### src/rtl/lpl_pkg.sv
`default_nettype none
package lpl_pkg;

	localparam int SW = 24;
	localparam int LVW = 28;
	localparam int CW = 24;
	localparam int GW = 21;
	localparam int PKW = 48;
	localparam int CFG_IW = 4;
	localparam int CNTW = 5;
	localparam int SQ_STEPS = 29;
	localparam int DIV_STEPS = 21;

	localparam logic [CFG_IW-1:0] REG_ATTACK = 4'd0;
	localparam logic [CFG_IW-1:0] REG_RELEASE = 4'd1;

	localparam logic [LVW-1:0] ONE_Q24 = 28'h100_0000;
	localparam logic [CW-1:0] ATTACK_RST = 24'd16777;
	localparam logic [CW-1:0] RELEASE_RST = 24'd1678;

	typedef enum logic [3:0] {
		OP_NONE,
		OP_LOAD,
		OP_SQ_INIT,
		OP_SQ_STEP,
		OP_FILT_MUL,
		OP_FAST_ADD,
		OP_SLOW_ADD,
		OP_DIV_INIT,
		OP_DIV_STEP,
		OP_SCALE,
		OP_LEAF,
		OP_SIB_RD,
		OP_SIB_WR,
		OP_OUT
	} dp_op_t;

	typedef struct packed {
		dp_op_t op;
		logic   sel_slow;
	} cmd_t;

	typedef struct packed {
		logic clr_done;
		logic last_level;
		logic out_busy;
	} sts_t;

endpackage
`default_nettype wire

### src/rtl/lpl_ctrl.sv
`default_nettype none
module lpl_ctrl (
	input  wire logic          clk,
	input  wire logic          arst_n,
	input  wire logic          in_valid,
	output logic               in_stall,
	input  wire lpl_pkg::sts_t sts,
	output lpl_pkg::cmd_t      cmd
);
	import lpl_pkg::*;

	typedef enum logic [14:0] {
		ST_CLEAR    = 15'b000_0000_0000_0001,
		ST_IDLE     = 15'b000_0000_0000_0010,
		ST_SQ_INIT  = 15'b000_0000_0000_0100,
		ST_SQRT     = 15'b000_0000_0000_1000,
		ST_FAST_MUL = 15'b000_0000_0001_0000,
		ST_FAST_ADD = 15'b000_0000_0010_0000,
		ST_SLOW_MUL = 15'b000_0000_0100_0000,
		ST_SLOW_ADD = 15'b000_0000_1000_0000,
		ST_DIV_INIT = 15'b000_0001_0000_0000,
		ST_DIV      = 15'b000_0010_0000_0000,
		ST_SCALE    = 15'b000_0100_0000_0000,
		ST_LEAF     = 15'b000_1000_0000_0000,
		ST_SIB_RD   = 15'b001_0000_0000_0000,
		ST_SIB_WR   = 15'b010_0000_0000_0000,
		ST_DONE     = 15'b100_0000_0000_0000
	} state_t;

	state_t st_q, st_nxt;
	logic [CNTW-1:0] cnt_q;

	always_comb begin
		st_nxt = st_q;
		cmd.op = OP_NONE;
		cmd.sel_slow = 1'b0;
		unique case (st_q)
			ST_CLEAR: begin
				if (sts.clr_done) st_nxt = ST_IDLE;
			end
			ST_IDLE: begin
				if (in_valid) begin
					cmd.op = OP_LOAD;
					st_nxt = ST_SQ_INIT;
				end
			end
			ST_SQ_INIT: begin
				cmd.op = OP_SQ_INIT;
				st_nxt = ST_SQRT;
			end
			ST_SQRT: begin
				cmd.op = OP_SQ_STEP;
				if (cnt_q == CNTW'(SQ_STEPS - 1)) st_nxt = ST_FAST_MUL;
			end
			ST_FAST_MUL: begin
				cmd.op = OP_FILT_MUL;
				st_nxt = ST_FAST_ADD;
			end
			ST_FAST_ADD: begin
				cmd.op = OP_FAST_ADD;
				st_nxt = ST_SLOW_MUL;
			end
			ST_SLOW_MUL: begin
				cmd.op = OP_FILT_MUL;
				cmd.sel_slow = 1'b1;
				st_nxt = ST_SLOW_ADD;
			end
			ST_SLOW_ADD: begin
				cmd.op = OP_SLOW_ADD;
				st_nxt = ST_DIV_INIT;
			end
			ST_DIV_INIT: begin
				cmd.op = OP_DIV_INIT;
				st_nxt = ST_DIV;
			end
			ST_DIV: begin
				cmd.op = OP_DIV_STEP;
				if (cnt_q == CNTW'(DIV_STEPS - 1)) st_nxt = ST_SCALE;
			end
			ST_SCALE: begin
				cmd.op = OP_SCALE;
				st_nxt = ST_LEAF;
			end
			ST_LEAF: begin
				cmd.op = OP_LEAF;
				st_nxt = ST_SIB_RD;
			end
			ST_SIB_RD: begin
				cmd.op = OP_SIB_RD;
				st_nxt = ST_SIB_WR;
			end
			ST_SIB_WR: begin
				cmd.op = OP_SIB_WR;
				st_nxt = sts.last_level ? ST_DONE : ST_SIB_RD;
			end
			ST_DONE: begin
				if (!sts.out_busy) begin
					cmd.op = OP_OUT;
					st_nxt = ST_IDLE;
				end
			end
			default: st_nxt = ST_CLEAR;
		endcase
	end

	always_ff @(posedge clk or negedge arst_n) begin
		if (!arst_n) begin
			st_q <= ST_CLEAR;
			cnt_q <= '0;
		end else begin
			st_q <= st_nxt;
			if (st_q == ST_SQRT || st_q == ST_DIV) cnt_q <= cnt_q + CNTW'(1);
			else cnt_q <= '0;
		end
	end

	assign in_stall = (st_q != ST_IDLE);

endmodule
`default_nettype wire

### config.mk
export PLATFORM = sky130hd
export DESIGN_NAME = lpl_ctrl
export DESIGN_NICKNAME = d
export VERILOG_FILES = /design/src/rtl/lpl_pkg.sv /design/src/rtl/lpl_ctrl.sv
export SDC_FILE = /design/constraint.sdc
export NUM_CORES = 1
export LEC_CHECK = 0
export ABC_AREA = 1
export ABC_CLOCK_PERIOD_IN_PS = 1950
export BUFFER_PORTS_ARGS = -buffer_cell sky130_fd_sc_hd__buf_2
export CORE_ASPECT_RATIO = 0.9
export CORE_MARGIN = 2
export CORE_UTILIZATION = 58
export CTS_BUF_LIST = sky130_fd_sc_hd__clkbuf_16
export DETAILED_ROUTE_END_ITERATION = 10
export GPL_ROUTABILITY_DRIVEN = 0
export PLACE_DENSITY = 0.78
export SLEW_MARGIN = 20
export SYNTH_ARGS = -nofsm -noshare
export SYNTH_HDL_FRONTEND = slang
export SYNTH_SLANG_ARGS = --single-unit
export TNS_END_PERCENT = 1
### constraint.sdc
create_clock -name clk -period 1.95 [get_ports clk]
set_clock_uncertainty 0.1 [all_clocks]
set_input_delay 0.39 -clock clk [delete_from_list [all_inputs] [get_ports clk]]
set_output_delay 0.39 -clock clk [all_outputs]
set_load 0.005 [all_outputs]
==> out/metrics.csv <==
stage,metric,value,unit
logic_synthesis,Post-Synth Adder-Cell Area,1.95,%
logic_synthesis,Post-synth EDFFs,0,
setup_path,CP Launch Point,st_q[0],
timing,Final WS setup,-0.198,ns
detailed_routing,Starting DRT DRC Count,22,
outcome,failing checks,negative setup slack,
logic_synthesis,simple-gate portion of the synthesized area,44.1,%
setup_path,Setup crit end kind,primary output,
grt,initial antenna violation count,0,
logic_synthesis,asr flop ratio synth,100,%
finish,register area,502,µm²
detailed_routing,DR vias/cell,5.09,
logic_synthesis,Area contributors post-synth,"dfrtp_1 (37%), nor2_1 (10%), inv_1 (9.7%)",
finish,Layout area overhead,24.3,%
logic_synthesis,largest area contributor in the netlist,dfrtp_1,
grt,GRT Util Overall,24.9,%
pwr,Pleak,0.925,nW
setup_path,worst-path fanout max,4,
logic_synthesis,XOR/XNOR Fraction of Synth Area,2.05,%
timing,final setup vio count,5,
finish,number of fill cells in the layout,146,
logic_synthesis,ys flop type,dfrtp_1,
clock_network,CTS HTree Levels,1,
detailed_routing,Total Wirelength,2.84,mm
logic_synthesis,largest family of logic cells by synthesized area,simple AND/OR/NAND/NOR gates,
run,max_cap viols,0,
detailed_routing,via count,1175,
setup_path,worst reg-to-reg setup slack,0.14,ns
timing,final period utilization,110,%
timing,unrepaired setup endpoints after global routing,yes,
clock_network,worst-skew pair later-pin latency,0.25,ns
timing,Fmax,465,MHz
timing,count of final hold-check violations,0,
detailed_routing,Routed Antenna Nets,0,
finish,area of the multi-input gates,699,µm²
place,hpwl dp,2.05,mm
timing,worst rel slew slack,68.8,%
clock_network,"CTS clk-pin slew, worst paths",0.05,ns
logic_synthesis,synth unique cells,24,
setup_path,RR Startpoint,st_q[0],
setup_path,WP data required,1.46,ns
clock_network,TritonCTS Buffers,3,
logic_synthesis,fraction of synthesized area in multiplexers,0,%
timing,Worst-Margin Slew,0.468,ns
logic_synthesis,post-synthesis instance total,177,
pwr,total power,1.51,mW
timing,post-route minimum period,2.15,ns
pwr,pwr dens,950,mW/mm²
setup_path,CP startpoint kind,flop,
min_path,hold path cells,2,
grt,total grt overflow,0,
detailed_routing,wire per inst,12.3,µm
floorplan,Initial Utilization,59.8,%
outcome,outcome,"finished, violations left",
finish,post-route design area,0.00159,mm²
logic_synthesis,Synth Register Bits,20,
floorplan,DIE WIDTH,53.5,µm
setup_path,R2R cell count,12,
logic_synthesis,post-synthesis compound-gate area fraction,2.73,%
finish,layout net count,213,
logic_synthesis,Syn Area/Cell,7.24,µm²
clock_network,Max Root-Sink Buffers,2,
floorplan,# IOs,12,
clock_network,Root Driver,clkbuf_16,
detailed_routing,router iterations before antenna repair,4,
grt,first-pass GRT wire length,4.71,mm
logic_synthesis,"count leader, synth",nor2_1,
finish,layout cells sized above 1,28.4,%
logic_synthesis,Synth Cell Area,0.00128,mm²
timing,max-slew violation count,0,
logic_synthesis,total number of yosys warnings,0,
setup_path,Setup Crit Path Kind,reg -> out,
logic_synthesis,Yosys top cell area share,37.1,%
floorplan,cell row count,16,
place,I/O Buffers,11,
min_path,worst hold path class,in -> reg,
logic_synthesis,post-synth net total,185,
floorplan,Die Ht,48.6,µm
logic_synthesis,post-synthesis sequential area ratio,39.2,%
place,Area after DPL,0.00139,mm²
floorplan,die footprint,0.00260,mm²
min_path,Hold Path Origin,sts[1],
clock_network,clk sinks,20,
grt,pin count of the biggest net entering global routing,21,
floorplan,core area,0.00214,mm²
pwr,peak supply drop,0.000640,V
clock_network,CTS tree,done,
logic_synthesis,most frequent cells after synthesis,"nor2_1 (34), inv_1 (33), nand2_1 (32), dfrtp_1 (19), nand3_1 (17)",
grt,vias in the first global route,1158,
setup_path,Arrival @ worst endpoint,1.66,ns
finish,diode count,0,
detailed_routing,Residual DRC,0,
placed cells by master (no fill, tap or decap), drive strengths merged:
cell type	n
buf	22
clkbuf	3
clkinv	1
dfrtp	19
dfstp	1
dlygate4sd3	1
ha	2
inv	34
nand2	41
nand3	18
nand3b	1
nand4	1
nor2	48
nor3	2
o21ai	5
o22ai	1
or3	1
xnor2	1
xor2	2
critical path, cell delays in order (launching register included):
cell     delay, ns
dfstp_2       0.56
nor2_4        0.05
nand2_4       0.10
nor2_1        0.05
nand2_1       0.09
nand3_1       0.08
or3_1         0.34
buf_2         0.13
kinds of logic after synthesis:
logic type               after synthesis
buffers and inverters                 34
AO/OA/AOI/OAI                          6
flip-flops                            20
XOR/XNOR                               3
AND/OR/NAND/NOR                      112
adder cells (fa/ha/maj)                2
routing by layer:
| metal | vias to the layer above | GRT usage, % | wire, µm |
|---|---|---|---|
| li1 | 590 | - | - |
| met1 | 557 | 28.9 | 1220 |
| met2 | 21 | 42.0 | 1440 |
| met3 | 7 | 5.56 | 115 |
| met4 | 0 | 12.4 | 63 |
| met5 | - | 0 | 0 |
registers in the layout, summed over array words and instances, names as in the netlist:
| signal | count |
|---|---|
| cnt_q | 5 |
| st_q | 15 |
layout make-up:
cell class                      count  share of cell area, %
Clock buffer                        3                   4.71
Inverter                           34                   8.01
Tap cell                           27                   2.12
Sequential cell                    20                   31.5
Timing Repair Buffer               23                   9.51
Clock inverter                      1                  0.236
Multi-Input combinational cell    123                   43.9
report_power, final:
group	switching [mW]	internal [mW]	total [mW]
logic	0.351	0.235	0.586
registers	0.0427	0.461	0.503
clock network	0.150	0.273	0.423
stage by stage:
stage | TNS, ns | hold WS, ns | setup slack, ns | util (%) | std cells
detailed placement | 0 | 0.261 | 0.0234 | 65.0 | 218
finish | -0.758 | 0.241 | -0.198 | 74.4 | 231
CTS | -0.710 | 0.240 | -0.188 | 73.7 | 230
global route | -1.19 | 0.276 | -0.264 | 74.4 | 231
global placement | 0 | 0.255 | 0.0525 | 65.0 | 218
floorplan | 0 | -0.00559 | 0.196 | - | 177
repair_timing:
action,CTS,global route
cloned,0,0
setup endpoints to repair,6,7
hold endpoints to repair,19,0
setup buffers,7,1
gates resized for setup,12,2
pin swaps,8,2
hold buffers,1,0
path summary, 6_finish.rpt:
| path | to |
|---|---|
| setup reg to reg | st_q[0] |
| hold reg to reg | cnt_q[0] |
| min in group asynchronous | st_q[10] |
| setup / recovery | cmd[1] |
| max in group asynchronous | st_q[0] |
| hold / removal | st_q[12] |
Power figures use the tool's default switching activity.
